$ cat src/design/ptpa_pkg.sv
package ptpa_pkg;

    localparam int MAX_SAMPLES_DEFAULT = 256;

    localparam int CELL_W   = 64;
    localparam int TIME_W   = 32;
    localparam int SAMPLE_W = 16;
    localparam int THR_W    = 15;
    localparam int ADC_W    = 15;
    localparam int PER_W    = 20;
    localparam int TDC_W    = 16;
    localparam int CODE_W   = 31;
    localparam int AMP_W    = 16;

    localparam int CFG_ADDR_W = 8;
    localparam int CFG_DATA_W = 32;

    localparam logic [CFG_ADDR_W-1:0] REG_THRESHOLD = 8'd0;
    localparam logic [CFG_ADDR_W-1:0] REG_ADC_LIMIT = 8'd1;
    localparam logic [CFG_ADDR_W-1:0] REG_PERIOD    = 8'd2;
    localparam logic [CFG_ADDR_W-1:0] REG_TDC       = 8'd3;

    localparam logic [THR_W-1:0] THR_RESET = 15'd100;
    localparam logic [ADC_W-1:0] ADC_RESET = 15'd1023;
    localparam logic [PER_W-1:0] PER_RESET = 20'd25000;
    localparam logic [TDC_W-1:0] TDC_RESET = 16'd1024;

    localparam int PS_PER_NS = 1000;
    localparam int NUM_W     = 42;
    localparam int DEN_W     = 30;
    localparam int QUO_W     = 32;
    localparam int PROD_W    = QUO_W + TDC_W;
    localparam int SUM_W     = PROD_W + 1;
    localparam int DIV_CNT_W = $clog2(NUM_W);

    localparam logic [CODE_W-1:0] TIME_CODE_MAX = 31'd2147483646;

    typedef struct packed {
        logic sample_en;
        logic snap_en;
        logic mul_en;
        logic div_step;
        logic prod_en;
        logic out_load;
    } ptpa_cmd_t;

    typedef struct packed {
        logic crossing_any;
    } ptpa_status_t;

endpackage

$ cat src/design/pulse_threshold_tdc_peak_adc.sv
// Leading-edge discriminator with peak ADC. Samples of one pulse stream in, one
// per cycle, with s_last on the final one; the block keeps the first sample of
// largest magnitude and the last bin where the pulse falls through minus the
// threshold. A last sample with a crossing yields one hit (cell id, clipped
// negated peak, bin plus whole readout cycles times tdc_per_cycle, saturated);
// without a crossing it yields nothing. Samples are taken at one per cycle
// while s_ready is high. After a last sample that yields a hit, s_ready stays
// low through the 1000x multiply, the restoring divider that finds the cycle
// count (one quotient bit per cycle), the tdc multiply and the load of the
// output register; the load waits while the sink still holds that register.
// Configuration writes are always taken (cfg_ready is high); the user must make them only while idle (not enforced).
module pulse_threshold_tdc_peak_adc #(
    parameter int MAX_SAMPLES = ptpa_pkg::MAX_SAMPLES_DEFAULT
) (
    input  logic                                  aclk,
    input  logic                                  aresetn,
    input  logic                                  cfg_valid,
    output logic                                  cfg_ready,
    input  logic [ptpa_pkg::CFG_ADDR_W-1:0]       cfg_index,
    input  logic [ptpa_pkg::CFG_DATA_W-1:0]       cfg_data,
    input  logic                                  s_valid,
    output logic                                  s_ready,
    input  logic [ptpa_pkg::CELL_W-1:0]           s_cell_id,
    input  logic [ptpa_pkg::TIME_W-1:0]           s_pulse_time_ps,
    input  logic signed [ptpa_pkg::SAMPLE_W-1:0]  s_sample,
    input  logic                                  s_last,
    output logic                                  m_valid,
    input  logic                                  m_ready,
    output logic [ptpa_pkg::CELL_W-1:0]           m_hit_cell_id,
    output logic signed [ptpa_pkg::AMP_W-1:0]     m_amplitude,
    output logic [ptpa_pkg::CODE_W-1:0]           m_time_code
);
    import ptpa_pkg::*;

    ptpa_cmd_t    cmd;
    ptpa_status_t status;

    assign cfg_ready = 1'b1;

    ptpa_ctrl u_ctrl (
        .aclk    (aclk),
        .aresetn (aresetn),
        .s_valid (s_valid),
        .s_last  (s_last),
        .s_ready (s_ready),
        .m_valid (m_valid),
        .m_ready (m_ready),
        .status  (status),
        .cmd     (cmd)
    );

    ptpa_datapath #(
        .MAX_SAMPLES (MAX_SAMPLES)
    ) u_datapath (
        .aclk            (aclk),
        .aresetn         (aresetn),
        .cfg_we          (cfg_valid && cfg_ready),
        .cfg_index       (cfg_index),
        .cfg_data        (cfg_data),
        .s_cell_id       (s_cell_id),
        .s_pulse_time_ps (s_pulse_time_ps),
        .s_sample        (s_sample),
        .s_last          (s_last),
        .cmd             (cmd),
        .status          (status),
        .m_hit_cell_id   (m_hit_cell_id),
        .m_amplitude     (m_amplitude),
        .m_time_code     (m_time_code)
    );

endmodule

$ cat src/design/ptpa_ctrl.sv
module ptpa_ctrl (
    input  logic                  aclk,
    input  logic                  aresetn,
    input  logic                  s_valid,
    input  logic                  s_last,
    output logic                  s_ready,
    output logic                  m_valid,
    input  logic                  m_ready,
    input  ptpa_pkg::ptpa_status_t status,
    output ptpa_pkg::ptpa_cmd_t    cmd
);
    import ptpa_pkg::*;

    typedef enum logic [4:0] {
        ST_IDLE = 5'b00001,
        ST_MUL  = 5'b00010,
        ST_DIV  = 5'b00100,
        ST_PROD = 5'b01000,
        ST_FIN  = 5'b10000
    } state_t;

    localparam logic [DIV_CNT_W-1:0] DIV_LAST = DIV_CNT_W'(NUM_W - 1);

    state_t                state_reg, state_next;
    logic [DIV_CNT_W-1:0]  cnt_reg, cnt_next;
    logic                  m_valid_reg, m_valid_next;
    logic                  accept;

    assign s_ready = (state_reg == ST_IDLE);
    assign accept  = s_valid && s_ready;
    assign m_valid = m_valid_reg;

    always_comb begin
        state_next   = state_reg;
        cnt_next     = cnt_reg;
        cmd          = '0;
        cmd.sample_en = accept;
        cmd.snap_en   = accept && s_last && status.crossing_any;
        unique case (state_reg)
            ST_IDLE: begin
                if (cmd.snap_en) begin
                    state_next = ST_MUL;
                end
            end
            ST_MUL: begin
                cmd.mul_en = 1'b1;
                cnt_next   = '0;
                state_next = ST_DIV;
            end
            ST_DIV: begin
                cmd.div_step = 1'b1;
                cnt_next     = cnt_reg + 1'b1;
                if (cnt_reg == DIV_LAST) begin
                    state_next = ST_PROD;
                end
            end
            ST_PROD: begin
                cmd.prod_en = 1'b1;
                state_next  = ST_FIN;
            end
            ST_FIN: begin
                if (!m_valid_reg || m_ready) begin
                    cmd.out_load = 1'b1;
                    state_next   = ST_IDLE;
                end
            end
            default: begin
                state_next = ST_IDLE;
            end
        endcase
    end

    always_comb begin
        m_valid_next = m_valid_reg;
        if (cmd.out_load) begin
            m_valid_next = 1'b1;
        end else if (m_ready) begin
            m_valid_next = 1'b0;
        end
    end

    always_ff @(posedge aclk) begin
        if (!aresetn) begin
            state_reg   <= ST_IDLE;
            cnt_reg     <= '0;
            m_valid_reg <= 1'b0;
        end else begin
            state_reg   <= state_next;
            cnt_reg     <= cnt_next;
            m_valid_reg <= m_valid_next;
        end
    end

endmodule

$ cat src/design/ptpa_datapath.sv
module ptpa_datapath #(
    parameter int MAX_SAMPLES = ptpa_pkg::MAX_SAMPLES_DEFAULT
) (
    input  logic                                  aclk,
    input  logic                                  aresetn,
    input  logic                                  cfg_we,
    input  logic [ptpa_pkg::CFG_ADDR_W-1:0]       cfg_index,
    input  logic [ptpa_pkg::CFG_DATA_W-1:0]       cfg_data,
    input  logic [ptpa_pkg::CELL_W-1:0]           s_cell_id,
    input  logic [ptpa_pkg::TIME_W-1:0]           s_pulse_time_ps,
    input  logic signed [ptpa_pkg::SAMPLE_W-1:0]  s_sample,
    input  logic                                  s_last,
    input  ptpa_pkg::ptpa_cmd_t                   cmd,
    output ptpa_pkg::ptpa_status_t                status,
    output logic [ptpa_pkg::CELL_W-1:0]           m_hit_cell_id,
    output logic signed [ptpa_pkg::AMP_W-1:0]     m_amplitude,
    output logic [ptpa_pkg::CODE_W-1:0]           m_time_code
);
    import ptpa_pkg::*;

    localparam int BIN_W = $clog2(MAX_SAMPLES + 1);
    localparam logic [BIN_W-1:0] BIN_HOLD = BIN_W'(MAX_SAMPLES - 1);

    logic [THR_W-1:0] thr_reg;
    logic [ADC_W-1:0] adc_reg;
    logic [PER_W-1:0] per_reg;
    logic [TDC_W-1:0] tdc_reg;

    logic signed [SAMPLE_W-1:0] prev_reg;
    logic signed [SAMPLE_W-1:0] peak_reg;
    logic [BIN_W-1:0]           bin_reg;
    logic                       seen_reg;
    logic [BIN_W-1:0]           cross_bin_reg;

    logic [CELL_W-1:0]          snap_cell_reg;
    logic [TIME_W-1:0]          snap_time_reg;
    logic [BIN_W-1:0]           snap_bin_reg;
    logic signed [AMP_W-1:0]    snap_amp_reg;

    logic [NUM_W-1:0]  num_reg;
    logic [DEN_W-1:0]  den_reg;
    logic [DEN_W-1:0]  rem_reg;
    logic [PROD_W-1:0] prod_reg;

    logic signed [SAMPLE_W:0] level, cur_x, prev_x, peak_x, cur_mag, peak_mag;
    logic signed [SAMPLE_W:0] peak_new_x, neg_peak, adc_x;
    logic signed [SAMPLE_W-1:0] peak_new;
    logic                     cross_now, bump, bigger;
    logic [BIN_W-1:0]         cross_val;
    logic [PER_W-1:0]         per_eff;
    logic [DEN_W:0]           rem_sh, rem_diff;
    logic                     qbit;
    logic [SUM_W-1:0]         code_sum;
    logic [CODE_W-1:0]        code_sat;
    logic signed [AMP_W-1:0]  amp_val;

    always_comb begin
        level    = -$signed({2'b00, thr_reg});
        cur_x    = $signed({s_sample[SAMPLE_W-1], s_sample});
        prev_x   = $signed({prev_reg[SAMPLE_W-1], prev_reg});
        peak_x   = $signed({peak_reg[SAMPLE_W-1], peak_reg});
        cross_now = (prev_x >= level) && (cur_x <= level);
        bump      = (cur_x == level) && (prev_x > level);
        cross_val = bin_reg + BIN_W'(bump);
        cur_mag   = (cur_x < 0) ? -cur_x : cur_x;
        peak_mag  = (peak_x < 0) ? -peak_x : peak_x;
        bigger    = $unsigned(cur_mag) > $unsigned(peak_mag);
        peak_new  = bigger ? s_sample : peak_reg;
        peak_new_x = $signed({peak_new[SAMPLE_W-1], peak_new});
        neg_peak  = -peak_new_x;
        adc_x     = $signed({2'b00, adc_reg});
        amp_val   = (neg_peak > adc_x) ? AMP_W'(adc_x) : neg_peak[AMP_W-1:0];
        status.crossing_any = seen_reg || cross_now;
    end

    assign per_eff  = (per_reg == '0) ? PER_W'(1) : per_reg;
    assign rem_sh   = {rem_reg, num_reg[NUM_W-1]};
    assign rem_diff = rem_sh - {1'b0, den_reg};
    assign qbit     = rem_sh >= {1'b0, den_reg};
    assign code_sum = SUM_W'(prod_reg) + SUM_W'(snap_bin_reg);
    assign code_sat = (code_sum > SUM_W'(TIME_CODE_MAX)) ? TIME_CODE_MAX
                                                         : code_sum[CODE_W-1:0];

    always_ff @(posedge aclk) begin
        if (!aresetn) begin
            thr_reg <= THR_RESET;
            adc_reg <= ADC_RESET;
            per_reg <= PER_RESET;
            tdc_reg <= TDC_RESET;
        end else if (cfg_we) begin
            unique case (cfg_index)
                REG_THRESHOLD: thr_reg <= cfg_data[THR_W-1:0];
                REG_ADC_LIMIT: adc_reg <= cfg_data[ADC_W-1:0];
                REG_PERIOD:    per_reg <= cfg_data[PER_W-1:0];
                REG_TDC:       tdc_reg <= cfg_data[TDC_W-1:0];
                default: begin
                end
            endcase
        end
    end

    always_ff @(posedge aclk) begin
        if (!aresetn) begin
            prev_reg      <= '0;
            peak_reg      <= '0;
            bin_reg       <= '0;
            seen_reg      <= 1'b0;
            cross_bin_reg <= '0;
        end else if (cmd.sample_en) begin
            if (cross_now) begin
                cross_bin_reg <= cross_val;
            end
            if (s_last) begin
                prev_reg <= '0;
                peak_reg <= '0;
                bin_reg  <= '0;
                seen_reg <= 1'b0;
            end else begin
                prev_reg <= s_sample;
                peak_reg <= peak_new;
                seen_reg <= seen_reg || cross_now;
                if (bin_reg < BIN_HOLD) begin
                    bin_reg <= bin_reg + 1'b1;
                end
            end
        end
    end

    always_ff @(posedge aclk) begin
        if (cmd.snap_en) begin
            snap_cell_reg <= s_cell_id;
            snap_time_reg <= s_pulse_time_ps;
            snap_bin_reg  <= cross_now ? cross_val : cross_bin_reg;
            snap_amp_reg  <= amp_val;
        end
        if (cmd.mul_en) begin
            num_reg <= NUM_W'(snap_time_reg) * NUM_W'(PS_PER_NS) + NUM_W'(per_eff);
            den_reg <= DEN_W'(per_eff) * DEN_W'(PS_PER_NS);
            rem_reg <= '0;
        end else if (cmd.div_step) begin
            rem_reg <= qbit ? rem_diff[DEN_W-1:0] : rem_sh[DEN_W-1:0];
            num_reg <= {num_reg[NUM_W-2:0], qbit};
        end
        if (cmd.prod_en) begin
            prod_reg <= PROD_W'(num_reg[QUO_W-1:0]) * PROD_W'(tdc_reg);
        end
        if (cmd.out_load) begin
            m_hit_cell_id <= snap_cell_reg;
            m_amplitude   <= snap_amp_reg;
            m_time_code   <= code_sat;
        end
    end

endmodule

$ cat config.mk
export PLATFORM = sky130hd
export DESIGN_NAME = pulse_threshold_tdc_peak_adc
export DESIGN_NICKNAME = d
export VERILOG_FILES = /design/src/design/ptpa_pkg.sv /design/src/design/pulse_threshold_tdc_peak_adc.sv /design/src/design/ptpa_ctrl.sv /design/src/design/ptpa_datapath.sv
export SDC_FILE = /design/constraint.sdc
export NUM_CORES = 2
export LEC_CHECK = 0
export ABC_AREA = 1
export BUFFER_PORTS_ARGS = -buffer_cell sky130_fd_sc_hd__buf_4
export CORE_MARGIN = 4
export CORE_UTILIZATION = 35
export CTS_CLUSTER_SIZE = 10
export DETAILED_ROUTE_END_ITERATION = 10
export SLEW_MARGIN = 20
export SYNTH_ARGS = -nofsm -noshare
export SYNTH_HDL_FRONTEND = slang
export SYNTH_HIERARCHICAL = 1
export SYNTH_SLANG_ARGS = --single-unit
$ cat constraint.sdc
create_clock -name aclk -period 5.56 [get_ports aclk]
set_input_delay 0.556 -clock aclk [delete_from_list [all_inputs] [get_ports aclk]]
set_output_delay 0.556 -clock aclk [all_outputs]
set_load 0.02 [all_outputs]
==> results_dict.tcl <==
set metrics [dict create \
    status "complete, but fails checks" \
    violations "setup timing" \
    intPower_uw 10300 \
    wl_met2_um 66900 \
    seqPwrFrac 0.252 \
    antenna_cells 0 \
    path_clk_slew_ns 0.06 \
    route.layer.met1.wl_um 64000 \
    grt_max_degree 104 \
    dr_wl_met3_um 6720 \
    firstDrtPassIters 6 \
    fmax_mhz 171 \
    ys_seq_area_frac 0.263 \
    tightest_slew_ns 1.03 \
    synthArstFlopShare 0 \
    pre_cts_ws_ns -0.471 \
    maxCapViolations 0 \
    setup_viol_count_final 31 \
    final_common_cell "nand2_1" \
    hold_path_depth 1 \
    track_usage 0.182 \
    gp_congestion 0.933 \
    finalPower_uw 16500 \
    synth-main-ff-cell "edfxtp_1" \
    cts_hold_buffers 0 \
    ctsHtreeMaxLevel 3 \
    regArea_um2 13700 \
    period_needed_ns 5.83 \
    grt_pass1_wl_um 230000 \
    cts_tree "done" \
    initial_core_util 0.352 \
    cts_inserted_buffers 66 \
    rr_worst_depth 22 \
    relSlewSlack 0.316 \
    path_max_fanout 6 \
    cts_root_buffer "clkbuf_16" \
    fin_crit_sh 1.05 \
    wire_per_inst_um 15.6 \
    cellLeakagePower_uw 0.0321 \
    clk_latency_ns 0.67 \
    multi_input_area_um2 34900 \
    critPathArrivalTime_ns 6.24 \
    fin_skew_ns 0.0154 \
    fill_cells 14200 \
    fp.dieH_um 393 \
    crit_required_ns 5.97 \
    ir_drop_mv 0.300 \
    numPortBuffers 258 \
    ctsLongestPathBuffers 3 \
    clockPowerShare 0.252 \
    design.die.area_um2 155000 \
    final_cell_mix "nand2_1, inv_1, buf_4" \
    hold_viol 0 \
    r2r_end "u_datapath/prod_reg[47]$_DFFE_PP_" \
    nNetsFinal 8288 \
    hold_path_end "u_datapath/snap_time_reg[31]$_DFFE_PP_" \
    synth.cell_area_um2 52000 \
    path_class "reg -> reg" \
    ant_nets 0 \
    syn_nets 7506 \
    core_area_um2 148000 \
    drive_gt1_frac 0.220 \
    ys_types 57 \
    antenna_found_initial 0 \
    syn_to_final_growth_pct 27.0 \
    power_frac_comb 0.496 \
    synthCells 6345 \
    remaining_drc_errors 0 \
    dpl.hpwl_um 112000 \
    hp-class "in -> reg" \
    synth_edf_count 349 \
    yosys_warnings 6 \
    die-width_um 393 \
    p_switching_uw 6250 \
    rsz0062_at_grt "true" \
    cp-end-kind "register" \
    worstHoldStart "s_pulse_time_ps[31]" \
    cts.sinks 508 \
    vias 43000 \
    grt_pass1_vias 44100 \
    viasPerCell 4.73 \
    drt_wl_total_um 142000 \
    grt_overflow_total 0 \
    rows 141 \
    startpoint_type "register" \
    swShare 0.379 \
    setup_ws_ns -0.272 \
    power.density_nw_per_um2 250 \
    r2r_slack_ns -0.27 \
    dr.max_layer_used "met4" \
    final-max-slew-violation-count 0 \
    r2r-start "u_datapath/num_reg[7]$_DFFE_PP_" \
    ys_ff_latch 508 \
    io_pins 272 \
    drtIter0Drc 2368 \
    syn-mean-instance-area_um2 8.19 \
]
-- per-layer routing --
layer,up-vias,global-route usage
li1,21200,-
met1,20600,0.242
met2,1008,0.306
met3,232,0.0293
met4,0,0.0504
met5,-,0
-- power groups by stage --
| stage | clock network [µW] | logic, µW | registers, µW |
|---|---|---|---|
| 2_1_floorplan | 0 | 3910 | 4230 |
| 3_3_place_gp | 0 | 6100 | 4240 |
| 3_5_place_dp | 0 | 6180 | 4240 |
| 4_1_cts | 4300 | 7090 | 4160 |
| 5_1_grt | 4450 | 9080 | 4170 |
| 6_report | 4160 | 8180 | 4160 |
-- layout make-up --
type / instances / share of cell area
clock buffer: 95 / 0.0278
tap: 1930 / 0.0366
timing repair buffer: 919 / 0.117
multi-input combinational: 4273 / 0.530
clock inverter: 18 / 0.00393
sequential: 508 / 0.207
inverter: 1359 / 0.0775
-- cells in the mapped netlist (5+ instances only) --
| cell | count | share of area |
|---|---|---|
| a21boi_0 | 5 | 0.00072 |
| buf_4 | 9 | 0.0013 |
| nand4_1 | 59 | 0.0071 |
| a21o_1 | 15 | 0.0022 |
| inv_1 | 1352 | 0.098 |
| nor2_4 | 5 | 0.0011 |
| o31ai_1 | 6 | 0.00087 |
| fa_1 | 608 | 0.23 |
| nor4_1 | 8 | 0.00096 |
| o211ai_1 | 36 | 0.0052 |
| o21ai_0 | 209 | 0.020 |
| nand3b_1 | 13 | 0.0019 |
| nor2_2 | 7 | 0.00084 |
| a31oi_1 | 17 | 0.0020 |
| xnor2_1 | 70 | 0.012 |
| or2_2 | 20 | 0.0024 |
| edfxtp_1 | 349 | 0.20 |
| dfxtp_1 | 159 | 0.061 |
| nand2_2 | 13 | 0.0016 |
| nand3_2 | 5 | 0.00096 |
| o21ai_1 | 5 | 0.00048 |
| nor2_1 | 384 | 0.028 |
| nand2_4 | 5 | 0.0011 |
| a21oi_1 | 288 | 0.028 |
| nor3_1 | 71 | 0.0068 |
| ha_1 | 395 | 0.095 |
| nand2_1 | 1581 | 0.11 |
| o21bai_1 | 10 | 0.0014 |
| clkbuf_1 | 191 | 0.014 |
| o21a_1 | 7 | 0.0010 |
| nand3_1 | 268 | 0.026 |
| xor2_1 | 124 | 0.021 |
| clkinv_1 | 6 | 0.00043 |
-- logic make-up after synthesis --
| family | Yosys count | share of synthesized area |
|---|---|---|
| xor+xnor | 194 | 0.0327 |
| buf+inv | 1567 | 0.114 |
| compound gates | 612 | 0.0639 |
| simple gates | 2458 | 0.197 |
| other cells | 3 | 0.000217 |
| flops | 508 | 0.263 |
| fa+ha+maj | 1003 | 0.329 |
-- through the flow --
stage               hold WS (ns)  utilization  TNS, ns  instance area [µm²]  cells
floorplan                  0.400            -        0                52500   6345
global placement           0.400        0.406   -12.37                60000   8846
detailed placement         0.405        0.406   -16.83                60000   8846
CTS                      0.00269        0.434    -3.00                64000   9047
global route              0.0187        0.447   -15.94                66000   9102
finish                    0.0592        0.447    -4.19                66000   9102
-- critical path: stages (launching register included) --
cell and delay (ns):
edfxtp_1 0.56, buf_6 0.21, nand2_2 0.06, fa_1 0.49, inv_2 0.04, fa_1 0.52
fa_1 0.44, fa_1 0.51, inv_2 0.04, fa_1 0.52, inv_1 0.05, fa_1 0.52
ha_4 0.23, a21o_1 0.19, buf_6 0.12, a21oi_2 0.13, o31ai_2 0.07, buf_4 0.14
a21o_1 0.21, nand2_2 0.10, nand3_4 0.11, a31oi_4 0.20, xor2_1 0.08
-- timing repair --
item | CTS | global route
buffers inserted | 80 | 61
pin swaps | 141 | 268
cloned | 8 | 1
setup endpoints to repair | 66 | 181
gates resized for setup | 282 | 409
-- worst max path at each step --
stage                                                  start                           endpoint  cells past startpoint  slack [ns]
after floorplan             u_datapath/num_reg[13]$_DFFE_PP_  u_datapath/prod_reg[45]$_DFFE_PP_                     27       0.002
after global placement    u_datapath/tdc_reg[6]$_SDFFE_PN0P_  u_datapath/prod_reg[45]$_DFFE_PP_                     24       -0.41
after detailed placement  u_datapath/tdc_reg[6]$_SDFFE_PN0P_  u_datapath/prod_reg[46]$_DFFE_PP_                     23       -0.47
after CTS                    u_datapath/num_reg[5]$_DFFE_PP_  u_datapath/prod_reg[45]$_DFFE_PP_                     23       -0.27
after global routing         u_datapath/num_reg[5]$_DFFE_PP_  u_datapath/prod_reg[45]$_DFFE_PP_                     27       -0.49
final                        u_datapath/num_reg[7]$_DFFE_PP_  u_datapath/prod_reg[47]$_DFFE_PP_                     22       -0.27
No activity file was read; power rests on OpenSTA's default activity.
